## config.mk

```make
export PLATFORM = sky130hd
export DESIGN_NAME = icmp_probe_reply_classifier_flat
export DESIGN_NICKNAME = d
export VERILOG_FILES = /design/src/hdl/icpc_pkg.sv /design/src/hdl/icpc_if.sv /design/src/hdl/icpc_in_stage.sv /design/src/hdl/icpc_parser.sv /design/src/hdl/icpc_out_stage.sv /design/src/hdl/icmp_probe_reply_classifier.sv /design/src/flat_wrapper.sv
export SDC_FILE = /design/constraint.sdc
export NUM_CORES = 1
export LEC_CHECK = 0
export BUFFER_PORTS_ARGS = -buffer_cell sky130_fd_sc_hd__buf_2
export CELL_PAD_IN_SITES_DETAIL_PLACEMENT = 1
export CELL_PAD_IN_SITES_GLOBAL_PLACEMENT = 1
export CORE_UTILIZATION = 42
export DETAILED_ROUTE_END_ITERATION = 7
export HOLD_SLACK_MARGIN = 0.08
export PLACE_DENSITY_LB_ADDON = 0.08
export SYNTH_ARGS = -nofsm -noshare
export SYNTH_HDL_FRONTEND = slang
export SYNTH_SLANG_ARGS = --single-unit
```

## constraint.sdc

```tcl
create_clock -name clock -period 6.3 [get_ports clock]
set_clock_uncertainty 0.2 [all_clocks]
set_input_delay 0.63 -clock clock [delete_from_list [all_inputs] [get_ports clock]]
set_output_delay 0.63 -clock clock [all_outputs]
set_load 0.005 [all_outputs]
```

## src/hdl/icpc_pkg.sv

```systemverilog
// ----------------------------------------------------------------------------
// icpc_pkg
// Shared types and constants for the ICMP probe reply classifier.
// ----------------------------------------------------------------------------
package icpc_pkg;

   localparam int COUNT_W = 11;
   localparam int HDR_W   = 6;

   localparam logic [COUNT_W-1:0] MAX_BYTES = COUNT_W'(1500);
   localparam logic [COUNT_W-1:0] COUNT_MAX = {COUNT_W{1'b1}};

   localparam logic [15:0] PROBE_PORT_RESET = 16'd33434;

   localparam logic [7:0] TYPE_TIME_EXCEEDED = 8'd11;
   localparam logic [7:0] TYPE_DEST_UNREACH  = 8'd3;
   localparam logic [7:0] CODE_PORT_UNREACH  = 8'd3;

   // Offsets inside the ICMP message, counted from the end of the outer header
   localparam logic [COUNT_W-1:0] OFS_CODE       = COUNT_W'(1);
   localparam logic [COUNT_W-1:0] OFS_INNER      = COUNT_W'(8);
   localparam logic [COUNT_W-1:0] OFS_PORT_HI    = COUNT_W'(10);
   localparam logic [COUNT_W-1:0] OFS_PORT_LO    = COUNT_W'(11);
   localparam logic [COUNT_W-1:0] MIN_ICMP_BYTES = COUNT_W'(28);
   localparam logic [COUNT_W-1:0] QUOTE_BYTES    = COUNT_W'(16);

   typedef enum logic [1:0] {
      VERDICT_IGNORE        = 2'd0,
      VERDICT_TIME_EXCEEDED = 2'd1,
      VERDICT_PORT_UNREACH  = 2'd2,
      VERDICT_OTHER_UNREACH = 2'd3
   } verdict_type;

   typedef struct packed {
      logic       valid;
      logic [7:0] data_byte;
      logic       last_byte;
   } stage_type;

   typedef struct packed {
      verdict_type verdict;
      logic [7:0]  reply_code;
   } result_type;

endpackage

```

## src/hdl/icpc_if.sv

```systemverilog
// ----------------------------------------------------------------------------
// icpc_if
// Valid/ready channels for packet bytes in and verdicts out.
// ----------------------------------------------------------------------------
interface icpc_req_if
   import icpc_pkg::*;
();
   logic       valid;
   logic       ready;
   logic [7:0] data_byte;
   logic       last_byte;

   modport source (output valid, output data_byte, output last_byte, input ready);
   modport sink   (input valid, input data_byte, input last_byte, output ready);
endinterface

interface icpc_rsp_if
   import icpc_pkg::*;
();
   logic        valid;
   logic        ready;
   verdict_type verdict;
   logic [7:0]  reply_code;

   modport source (output valid, output verdict, output reply_code, input ready);
   modport sink   (input valid, input verdict, input reply_code, output ready);
endinterface

```

## src/hdl/icpc_in_stage.sv

```systemverilog
// ----------------------------------------------------------------------------
// icpc_in_stage
// Input register for one packet byte; advances when the parser can take it.
// ----------------------------------------------------------------------------
module icpc_in_stage
   import icpc_pkg::*;
(
   input  logic      clock,
   input  logic      reset,
   input  logic      req_valid,
   output logic      req_ready,
   input  logic [7:0] req_data_byte,
   input  logic      req_last_byte,
   input  logic      out_free,
   output stage_type stage,
   output logic      advance
);

   logic       valid_ff, valid_in;
   logic [7:0] data_ff;
   logic       last_ff;

   // A non-final byte yields no result, so it never waits on the output side
   assign advance   = valid_ff && (!last_ff || out_free);
   assign req_ready = !valid_ff || advance;
   assign valid_in  = req_ready ? req_valid : valid_ff;

   always_ff @(posedge clock) begin
      if (reset) begin
         valid_ff <= 1'b0;
      end else begin
         valid_ff <= valid_in;
      end
   end

   always_ff @(posedge clock) begin
      if (req_ready && req_valid) begin
         data_ff <= req_data_byte;
         last_ff <= req_last_byte;
      end
   end

   assign stage = '{valid: valid_ff, data_byte: data_ff, last_byte: last_ff};

endmodule

```

## src/hdl/icpc_parser.sv

```systemverilog
// ----------------------------------------------------------------------------
// icpc_parser
// Per-packet field capture and verdict logic for one byte per cycle while bytes advance.
// ----------------------------------------------------------------------------
module icpc_parser
   import icpc_pkg::*;
(
   input  logic        clock,
   input  logic        reset,
   input  logic        advance,
   input  stage_type   stage,
   input  logic [15:0] probe_port,
   output result_type  result
);

   logic [COUNT_W-1:0] count_ff, count_in;
   logic [HDR_W-1:0]   outer_ff, outer_in;
   logic [7:0]         type_ff, type_in;
   logic [7:0]         code_ff, code_in;
   logic [HDR_W-1:0]   inner_ff, inner_in;
   logic [15:0]        port_ff, port_in;

   logic               parse_en;
   logic [HDR_W-1:0]   hdr_len;
   logic [COUNT_W-1:0] outer_pos;
   logic [COUNT_W-1:0] quote_pos;
   logic [COUNT_W-1:0] count_nxt;
   logic [COUNT_W-1:0] eff_len;
   logic               accept_reply;
   logic [HDR_W-1:0]   outer_nxt;
   logic [7:0]         type_nxt;
   logic [7:0]         code_nxt;
   logic [HDR_W-1:0]   inner_nxt;
   logic [15:0]        port_nxt;

   assign parse_en = count_ff < MAX_BYTES;
   assign hdr_len  = {stage.data_byte[3:0], 2'b00};

   // The outer length taken at byte 0 already applies to this byte
   assign outer_nxt = (parse_en && count_ff == '0) ? hdr_len : outer_ff;
   assign outer_pos = COUNT_W'(outer_nxt);
   assign quote_pos = outer_pos + OFS_INNER + COUNT_W'(inner_ff);

   always_comb begin
      type_nxt  = type_ff;
      code_nxt  = code_ff;
      inner_nxt = inner_ff;
      port_nxt  = port_ff;
      if (parse_en) begin
         if (count_ff == outer_pos) begin
            type_nxt = stage.data_byte;
         end
         if (count_ff == outer_pos + OFS_CODE) begin
            code_nxt = stage.data_byte;
         end
         if (count_ff == outer_pos + OFS_INNER) begin
            inner_nxt = hdr_len;
         end
         if (count_ff == quote_pos + (OFS_PORT_HI - OFS_INNER)) begin
            port_nxt[15:8] = stage.data_byte;
         end
         if (count_ff == quote_pos + (OFS_PORT_LO - OFS_INNER)) begin
            port_nxt[7:0] = stage.data_byte;
         end
      end
   end

   assign count_nxt = (count_ff == COUNT_MAX) ? count_ff : count_ff + 1'b1;
   assign eff_len   = (count_nxt < MAX_BYTES) ? count_nxt : MAX_BYTES;

   assign accept_reply = (eff_len >= outer_pos + MIN_ICMP_BYTES)
                      && (type_nxt == TYPE_TIME_EXCEEDED || type_nxt == TYPE_DEST_UNREACH)
                      && (outer_pos + QUOTE_BYTES + COUNT_W'(inner_nxt) <= eff_len)
                      && (port_nxt == probe_port);

   always_comb begin
      result.verdict    = VERDICT_IGNORE;
      result.reply_code = '0;
      if (accept_reply) begin
         priority if (type_nxt == TYPE_TIME_EXCEEDED) begin
            result.verdict = VERDICT_TIME_EXCEEDED;
         end else if (code_nxt == CODE_PORT_UNREACH) begin
            result.verdict = VERDICT_PORT_UNREACH;
         end else begin
            result.verdict    = VERDICT_OTHER_UNREACH;
            result.reply_code = code_nxt;
         end
      end
   end

   // Clear all packet state after the final byte
   always_comb begin
      count_in = count_ff;
      outer_in = outer_ff;
      type_in  = type_ff;
      code_in  = code_ff;
      inner_in = inner_ff;
      port_in  = port_ff;
      if (advance) begin
         if (stage.last_byte) begin
            count_in = '0;
            outer_in = '0;
            type_in  = '0;
            code_in  = '0;
            inner_in = '0;
            port_in  = '0;
         end else begin
            count_in = count_nxt;
            outer_in = outer_nxt;
            type_in  = type_nxt;
            code_in  = code_nxt;
            inner_in = inner_nxt;
            port_in  = port_nxt;
         end
      end
   end

   always_ff @(posedge clock) begin
      if (reset) begin
         count_ff <= '0;
         outer_ff <= '0;
         type_ff  <= '0;
         code_ff  <= '0;
         inner_ff <= '0;
         port_ff  <= '0;
      end else begin
         count_ff <= count_in;
         outer_ff <= outer_in;
         type_ff  <= type_in;
         code_ff  <= code_in;
         inner_ff <= inner_in;
         port_ff  <= port_in;
      end
   end

endmodule

```

## src/hdl/icpc_out_stage.sv

```systemverilog
// ----------------------------------------------------------------------------
// icpc_out_stage
// Result register holding one verdict until the consumer takes it.
// ----------------------------------------------------------------------------
module icpc_out_stage
   import icpc_pkg::*;
(
   input  logic        clock,
   input  logic        reset,
   input  logic        load,
   input  result_type  result,
   output logic        out_free,
   output logic        rsp_valid,
   input  logic        rsp_ready,
   output verdict_type rsp_verdict,
   output logic [7:0]  rsp_reply_code
);

   logic       valid_ff, valid_in;
   result_type result_ff;

   assign out_free = !valid_ff || rsp_ready;

   always_comb begin
      valid_in = valid_ff;
      if (load) begin
         valid_in = 1'b1;
      end else if (rsp_ready) begin
         valid_in = 1'b0;
      end
   end

   always_ff @(posedge clock) begin
      if (reset) begin
         valid_ff <= 1'b0;
      end else begin
         valid_ff <= valid_in;
      end
   end

   always_ff @(posedge clock) begin
      if (load) begin
         result_ff <= result;
      end
   end

   assign rsp_valid      = valid_ff;
   assign rsp_verdict    = result_ff.verdict;
   assign rsp_reply_code = result_ff.reply_code;

endmodule

```

## src/hdl/icmp_probe_reply_classifier.sv

```systemverilog
// ----------------------------------------------------------------------------
// icmp_probe_reply_classifier
// Parses an IPv4/ICMP packet a byte at a time and classifies probe replies.
// ----------------------------------------------------------------------------
//  channel   | direction | payload                         | item
//  req_port  | in        | data_byte[7:0], last_byte       | one packet byte
//  rsp_port  | out       | verdict[1:0], reply_code[7:0]   | one verdict per packet
//  csr_*     | in        | csr_write_data[15:0]            | probe port
//
//  One byte is accepted every cycle while no final byte is held; its verdict,
//  on the final byte, passes the input register, then the result register.
//  Field capture and verdict compares sit in one pass between the registers.
//  A waiting verdict holds only a final byte in the input register, and with it
//  the input; other bytes keep flowing.
//  Reset clears all packet state and sets the probe port to 33434.
// ----------------------------------------------------------------------------
module icmp_probe_reply_classifier
   import icpc_pkg::*;
(
   input  logic        clock,
   input  logic        reset,
   icpc_req_if.sink    req_port,
   icpc_rsp_if.source  rsp_port,
   input  logic        csr_write_enable,
   input  logic [15:0] csr_write_data
);

   logic [15:0] probe_port_ff, probe_port_in;
   stage_type   stage;
   logic        advance;
   logic        out_free;
   logic        load;
   result_type  result;

   assign probe_port_in = csr_write_enable ? csr_write_data : probe_port_ff;

   always_ff @(posedge clock) begin
      if (reset) begin
         probe_port_ff <= PROBE_PORT_RESET;
      end else begin
         probe_port_ff <= probe_port_in;
      end
   end

   icpc_in_stage u_in_stage (
      .clock         (clock),
      .reset         (reset),
      .req_valid     (req_port.valid),
      .req_ready     (req_port.ready),
      .req_data_byte (req_port.data_byte),
      .req_last_byte (req_port.last_byte),
      .out_free      (out_free),
      .stage         (stage),
      .advance       (advance)
   );

   icpc_parser u_parser (
      .clock      (clock),
      .reset      (reset),
      .advance    (advance),
      .stage      (stage),
      .probe_port (probe_port_ff),
      .result     (result)
   );

   assign load = advance && stage.last_byte;

   icpc_out_stage u_out_stage (
      .clock          (clock),
      .reset          (reset),
      .load           (load),
      .result         (result),
      .out_free       (out_free),
      .rsp_valid      (rsp_port.valid),
      .rsp_ready      (rsp_port.ready),
      .rsp_verdict    (rsp_port.verdict),
      .rsp_reply_code (rsp_port.reply_code)
   );

   // A new verdict only follows a final byte leaving the input register
   a_rsp_from_last: assert property (@(posedge clock) disable iff (reset)
      $rose(rsp_port.valid) |-> $past(advance && stage.last_byte))
      else $error("verdict raised without a final byte");

   // The code is only reported for other unreachable replies
   a_code_zero: assert property (@(posedge clock) disable iff (reset)
      (rsp_port.valid && rsp_port.verdict != VERDICT_OTHER_UNREACH)
         |-> rsp_port.reply_code == 8'd0)
      else $error("reply code set for a verdict that carries none");

   // A held byte stays put until the parser takes it
   a_stage_hold: assert property (@(posedge clock) disable iff (reset)
      (stage.valid && !advance) |=> (stage.valid && $stable(stage.data_byte)
         && $stable(stage.last_byte)))
      else $error("stalled byte lost or changed");

endmodule
```

## src/flat_wrapper.sv

```systemverilog
// flat-port wrapper written by rule: the top's interface ports become plain ports
module icmp_probe_reply_classifier_flat import icpc_pkg::*;
  (clock, reset, csr_write_enable, csr_write_data, req_port_valid, req_port_data_byte, req_port_last_byte, req_port_ready, rsp_port_valid, rsp_port_verdict, rsp_port_reply_code, rsp_port_ready);
  icpc_req_if req_port_i ();
  icpc_rsp_if rsp_port_i ();
  input  logic clock;
  input  logic reset;
  input  logic csr_write_enable;
  input  logic [15:0] csr_write_data;
  input wire logic [$bits(req_port_i.valid)-1:0] req_port_valid;
  input wire logic [$bits(req_port_i.data_byte)-1:0] req_port_data_byte;
  input wire logic [$bits(req_port_i.last_byte)-1:0] req_port_last_byte;
  output wire logic [$bits(req_port_i.ready)-1:0] req_port_ready;
  output wire logic [$bits(rsp_port_i.valid)-1:0] rsp_port_valid;
  output wire logic [$bits(rsp_port_i.verdict)-1:0] rsp_port_verdict;
  output wire logic [$bits(rsp_port_i.reply_code)-1:0] rsp_port_reply_code;
  input wire logic [$bits(rsp_port_i.ready)-1:0] rsp_port_ready;
  assign req_port_i.valid = req_port_valid;
  assign req_port_i.data_byte = req_port_data_byte;
  assign req_port_i.last_byte = req_port_last_byte;
  assign req_port_ready = req_port_i.ready;
  assign rsp_port_valid = rsp_port_i.valid;
  assign rsp_port_verdict = rsp_port_i.verdict;
  assign rsp_port_reply_code = rsp_port_i.reply_code;
  assign rsp_port_i.ready = rsp_port_ready;
  icmp_probe_reply_classifier u_core (.clock(clock), .reset(reset), .req_port(req_port_i), .rsp_port(rsp_port_i), .csr_write_enable(csr_write_enable), .csr_write_data(csr_write_data));
endmodule
```

Word level (Yosys, flattened, before mapping)
Index checks and enable logic that the tools add are counted.

storage, ports and cells
  register bits after elaboration = 92
  output and inout port bits = 12
  word-level logic and storage cells = 78

cells by class
  add/sub/neg operators = 9
  order comparisons = 4
  equal/unequal tests = 10
  multiplexer cells = 22
  bitwise gates (word level) = 1
  reductions and logical operators = 18

operators with widths
  cell                   count
  $mux 8                 8
  $mux 11                3
  $mux 16                2
  $mux 6                 5
  $add 11x2->11 const B  2
  $eq 11x11->1           2
  $eq 11x7->1            2
  $lt 11x11->1 const B   2
  $eq 16x16->1           1
  $eq 8x2->1 const B     2
  $add 6x5->7 const B    2
  $add 11x1->11 const B  1
  $add 11x6->11          1
  $eq 11x11->1 const B   1
  $eq 11x6->1            1
  $ge 11x7->1            1
  $le 8x11->1            1
  $logic_not 11->1       1
  $add 7x6->8            1
  $eq 8x4->1 const B     1
  $add 6x1->7 const B    1
  $add 6x4->7 const B    1
  $logic_and 1x1->1      7
  $logic_or 1x1->1       4
  6 further kinds        11

Logic depth before layout (Yosys ltp)
  depth in word-level cells = 13
  gate-level depth with buffers = 30
  depth with buffers taken out = 28

By module
A second synthesis with hierarchy kept.

unflattened totals
  cell total of the unflattened synthesis = 765
  area total of the unflattened synthesis = 6,565.0 sq um

by module, submodules not included
  module                       instances  cells an instance  area an instance (sq um)  seq. area each (sq um)
  icpc_parser                  1          680                5,253.8                   1,101.1
  icmp_probe_reply_classifier  1          53                 606.8                     320.3
  icpc_in_stage                1          18                 357.8                     290.3
  icpc_out_stage               1          14                 346.6                     320.3

Worst setup path before layout
OpenSTA, ideal clock, no wires.

  path kind = register to register
  start = register u_core.u_parser.count_ff[1]
  end = register u_core.u_out_stage.result_ff (netlist bit u_core.u_out_stage.rsp_reply_code[2]) (data pin)
  library setup time = 0.178 ns
  arrival time = 6.417 ns
  data required time = 5.922 ns
  slack = -0.495 ns
  stages on the path, launching flop included = 30
  buffers on the path = 2
  clock period less this slack = 6.795 ns
  cells stage by stage = dfxtp_1 > clkbuf_1 > inv_1 > ha_1 > or4b_1 > o31ai_2 > and2_1 > clkbuf_1 > inv_1 > ha_1 > xor2_1 > nor3_1 > mux2_2 > ha_1 > inv_1 > fa_1 > inv_1 > a21oi_1 > o21bai_1 > xor2_1 > ha_1 > a21oi_1 > o21ai_0 > a21o_1 > a21oi_1 > o32a_1 > nor4_1 > nor4_1 > nand4_4 > nor4_1

on the way
  cells in the longest elaborated chain, start to end = 13
  elaborated cells on any way between the ends = 43
  classes of those cells = add/sub: 9; order compare: 4; eq/ne: 10; mux: 12; bitwise: 1; reduce/logical: 7

RTL lines
  element                                                   line                                                     source
  from (decl)                                               icpc_parser.sv:16                                        logic [COUNT_W-1:0] count_ff, count_in;
  from (signal assigned)                                    icpc_parser.sv:127                                       count_ff <= count_in;
  $lt 11x11->1 / $logic_not 11->1 (equally long branches)   icpc_parser.sv:36, icpc_parser.sv:40
  $logic_and 1x1->1                                         icpc_parser.sv:40                                        assign outer_nxt = (parse_en && count_ff == '0) ? hdr_len : outer_ff;
  $mux 6                                                    icpc_parser.sv:40
  $add 6x4->7 / $eq 11x6->1 (equally long branches)         icpc_parser.sv:42, icpc_parser.sv:56, icpc_parser.sv:50
  $add 11x6->11 (tied with other cells)                     icpc_parser.sv:42                                        assign quote_pos = outer_pos + OFS_INNER + COUNT_W'(inner_ff);
  $add 11x2->11 (tied with other cells)                     icpc_parser.sv:62                                        if (count_ff == quote_pos + (OFS_PORT_LO - OFS_INNER)) begin
  $eq 11x11->1 (tied with other cells)                      icpc_parser.sv:62
  $mux 8 (tied with other cells)                            icpc_parser.sv:62
  $mux 16 (tied with other cells)                           icpc_parser.sv:49                                        if (parse_en) begin
  $eq 16x16->1 / $logic_and 1x1->1 (equally long branches)  icpc_parser.sv:74, icpc_parser.sv:73
  $logic_and 1x1->1                                         icpc_parser.sv:74                                        && (port_nxt == probe_port);
  $not 1->1 (no line)                                       --
  $reduce_or 3->1 (no line)                                 --
  to (signal assigned)                                      icpc_out_stage.sv:43                                     result_ff <= result;
  to (decl)                                                 icpc_out_stage.sv:20                                     result_type result_ff;

Several ways; a longest one is shown, not always the timed one.
A chain may end at the register's enable or synchronous reset.

Final worst setup path
  start = register u_core.u_parser.count_ff[1]
  end = register u_core.u_out_stage.result_ff (netlist bit u_core.u_out_stage.rsp_reply_code[3]) (data pin)

The elaborated chain is that of the path after synthesis.

==> impl_metrics.tcl <==
set metrics [dict create \
    status "finished clean" \
    drtIter0Drc 412 \
    nets 865 \
    finalWirelength_um 21300 \
    final_max_slew_viol_count 0 \
    drive_gt1_share_pct 20.9 \
    syn_area_um2 6250 \
    die_w_um 124 \
    mostFrequentLayoutCells "nor2_1, dfxtp_1, a22oi_1, buf_4, buf_2" \
    synth-main-ff-cell "dfxtp_1" \
    grt_pass1_wl_um 31800 \
    required_ns 6.26 \
    gp_congestion 0.994 \
    period_share_pct 96.0 \
    yosys_warnings 0 \
    dieArea_um2 15400 \
    yosys.area.top_type "dfxtp_1" \
    grt_max_degree 67 \
    postLayoutCellArea_um2 7530 \
    total_power_uw 1450 \
    grt_util_all_layers_pct 27.8 \
    grt_pass1_vias 5713 \
    dp_hpwl_um 15800 \
    pin_count 42 \
    cts_tree "yes" \
    hold_path_class "primary input to register" \
    crit_type "register to register" \
    synth_edf_count 19 \
    slew_headroom_pct 9.34 \
    met2_usage_pct 43.0 \
    seq_area_frac_synth_pct 32.5 \
    use_met1_pct 39.6 \
    fin_cells 982 \
    synthTopCellsByArea "dfxtp_1, edfxtp_1, ha_1, nor2_1, a22oi_1" \
    cts-buffers-inserted 9 \
    firstDrtPassIters 5 \
    max_freq_mhz 165 \
    utilization_pct 51.8 \
    wl_per_cell_um 21.7 \
    synth_top_area_share_pct 23.4 \
    hold_violations 0 \
    portBuffers 41 \
    setup_violations 0 \
    vdd_drop_max_v 0.000171 \
    cp_slowest_cell "or4b_4" \
    slowest_delay_ns 0.50 \
    p_leak_uw 0.00317 \
    row_count 44 \
    clock-sinks 92 \
    area_delta_synth_final_pct 20.6 \
    synth_cell_type_count 76 \
    critPathMaxFanout 5 \
    async_flop_share_pct 0 \
    syn_nets 800 \
    cp-end-kind "register" \
    setup_tns_ns 0 \
    drc 0 \
    clk_pin_slew_ns 0.08 \
    worst_pin_slew_ns 1.35 \
    die_y_um 124 \
    grtUsageMet3_pct 4.81 \
    synth_seq_cells 92 \
    grt_overflow 0 \
    clk_latency_ns 0.35 \
    ant_nets 0 \
    crit_arrival_ns 6.00 \
    cts-root-buf "clkbuf_16" \
    cts_htree_levels 3 \
    syn_area_per_cell_um2 8.58 \
    cap_violations 0 \
    p_per_area_nw_per_um2 192 \
    fillers 1711 \
    antenna_found_initial 0 \
    post-place-cells 956 \
    finalCriticalPeriod_ns 6.05 \
    netlist_instances 728 \
    seq_area_um2 2040 \
    multiInputGateArea_um2 4250 \
    vias_per_cell 5.97 \
    top_usage_layer "met2" \
    start_kind "register" \
    final_common_cell "nor2_1" \
    place_area_um2 6850 \
    core_area_um2 14500 \
    diodes 0 \
    num_vias 5862 \
    clockBufferDepth 2 \
    initial_core_util_pct 43.0 \
]
through the flow:
stage | hold slack, ns | setup WS, ns
after floorplan | 0.251 | 0.0763
after global placement | 0.276 | 0.183
after detailed placement | 0.296 | -0.108
after CTS | 0.243 | 0.0254
after global routing | 0.248 | -0.0553
final | 0.250 | 0.254
metal layers:
metal  part of all wire [%]  routed length, um  vias to the layer above
met3                    5.0               1070                       26
met5                      0                  0                        -
met4                    1.6                347                        0
li1                       -                  -                     2756
met2                     45               9650                      178
met1                     48              10300                     2902
logic make-up (layout without fill, tap and decap cells):
kind of cell / after synthesis / count (layout) / synth area share [%]
DFF: 92 / 92 / 32.5
muxes: 32 / 32 / 5.21
adders and majority gates: 42 / 42 / 8.65
and+or+nand+nor: 266 / 267 / 21.9
buffers and inverters: 74 / 143 / 4.72
xor gates and xnor gates: 65 / 65 / 9.33
AOI/OAI and AO/OA: 157 / 157 / 17.6
layout make-up:
type	count	share of cell area [%]
multi-input combinational	563	56.4
timing repair buffer	86	7.42
clock inverter	7	1.01
tap	184	3.06
sequential	92	27.0
inverter	41	2.08
clock buffer	9	2.99
flip-flops by register name (all words and copies together), names as in the netlist:
| register | cells |
|---|---|
| u_core.probe_port_ff | 16 |
| u_core.u_parser.port_ff | 16 |
| u_core.u_parser.count_ff | 11 |
| u_core.u_in_stage.data_ff | 8 |
| u_core.u_out_stage.rsp_reply_code | 8 |
| u_core.u_parser.code_ff | 8 |
| u_core.u_parser.type_ff | 8 |
| u_core.u_parser.inner_ff | 6 |
| u_core.u_parser.outer_ff | 6 |
| u_core.u_out_stage.rsp_verdict | 2 |
| u_core.u_in_stage.last_ff | 1 |
| u_core.u_in_stage.valid_ff | 1 |
| u_core.u_out_stage.rsp_valid | 1 |
cell usage after synthesis, drive strengths merged (20+ instances only):
cell type and count:
a21oi 34, a22oi 44, clkbuf 27, dfxtp 73
ha 40, inv 40, mux2i 28, nand2 42
nor2 94, nor3 20, o21ai 27, xnor2 35
xor2 29
repair_timing:
item | 4_1_cts | 5_1_grt
cloned | 1 | 0
setup buffers | 0 | 9
endpoints found under the setup margin | 10 | 10
resized for setup | 9 | 45
pin swaps | 5 | 26
hold buffers | 0 | 0
power breakdown:
group          total, uW  internal, uW  switching [uW]
clock                571           285             286
combinational        245           101             144
sequential           632           613            18.8
worst paths after layout:
| path | slack (ns) | end | from | depth (start not counted) |
|---|---|---|---|---|
| worst min-delay path | 0.25 | u_core.u_in_stage.data_ff[4] | req_port_data_byte[4] | 1 |
| worst min register to register | 0.30 | u_core.u_parser.outer_ff[1] | u_core.u_parser.outer_ff[1] | 2 |
| worst max-delay path | 0.25 | u_core.u_out_stage.rsp_reply_code[3] | u_core.u_parser.count_ff[1] | 28 |
| worst max register to register | 0.25 | u_core.u_out_stage.rsp_reply_code[3] | u_core.u_parser.count_ff[1] | 28 |
critical path: cells and delay by family (launching register included):
kind                       cells  cell delay [ns]
AOI/OAI and AO/OA              8             1.21
buffers and inverters          5             0.44
xor gates and xnor gates       2             0.34
and+or+nand+nor                7             1.66
DFF                            1             0.33
muxes                          1             0.35
adders and majority gates      5             1.35
Power figures use the tool's default switching activity.
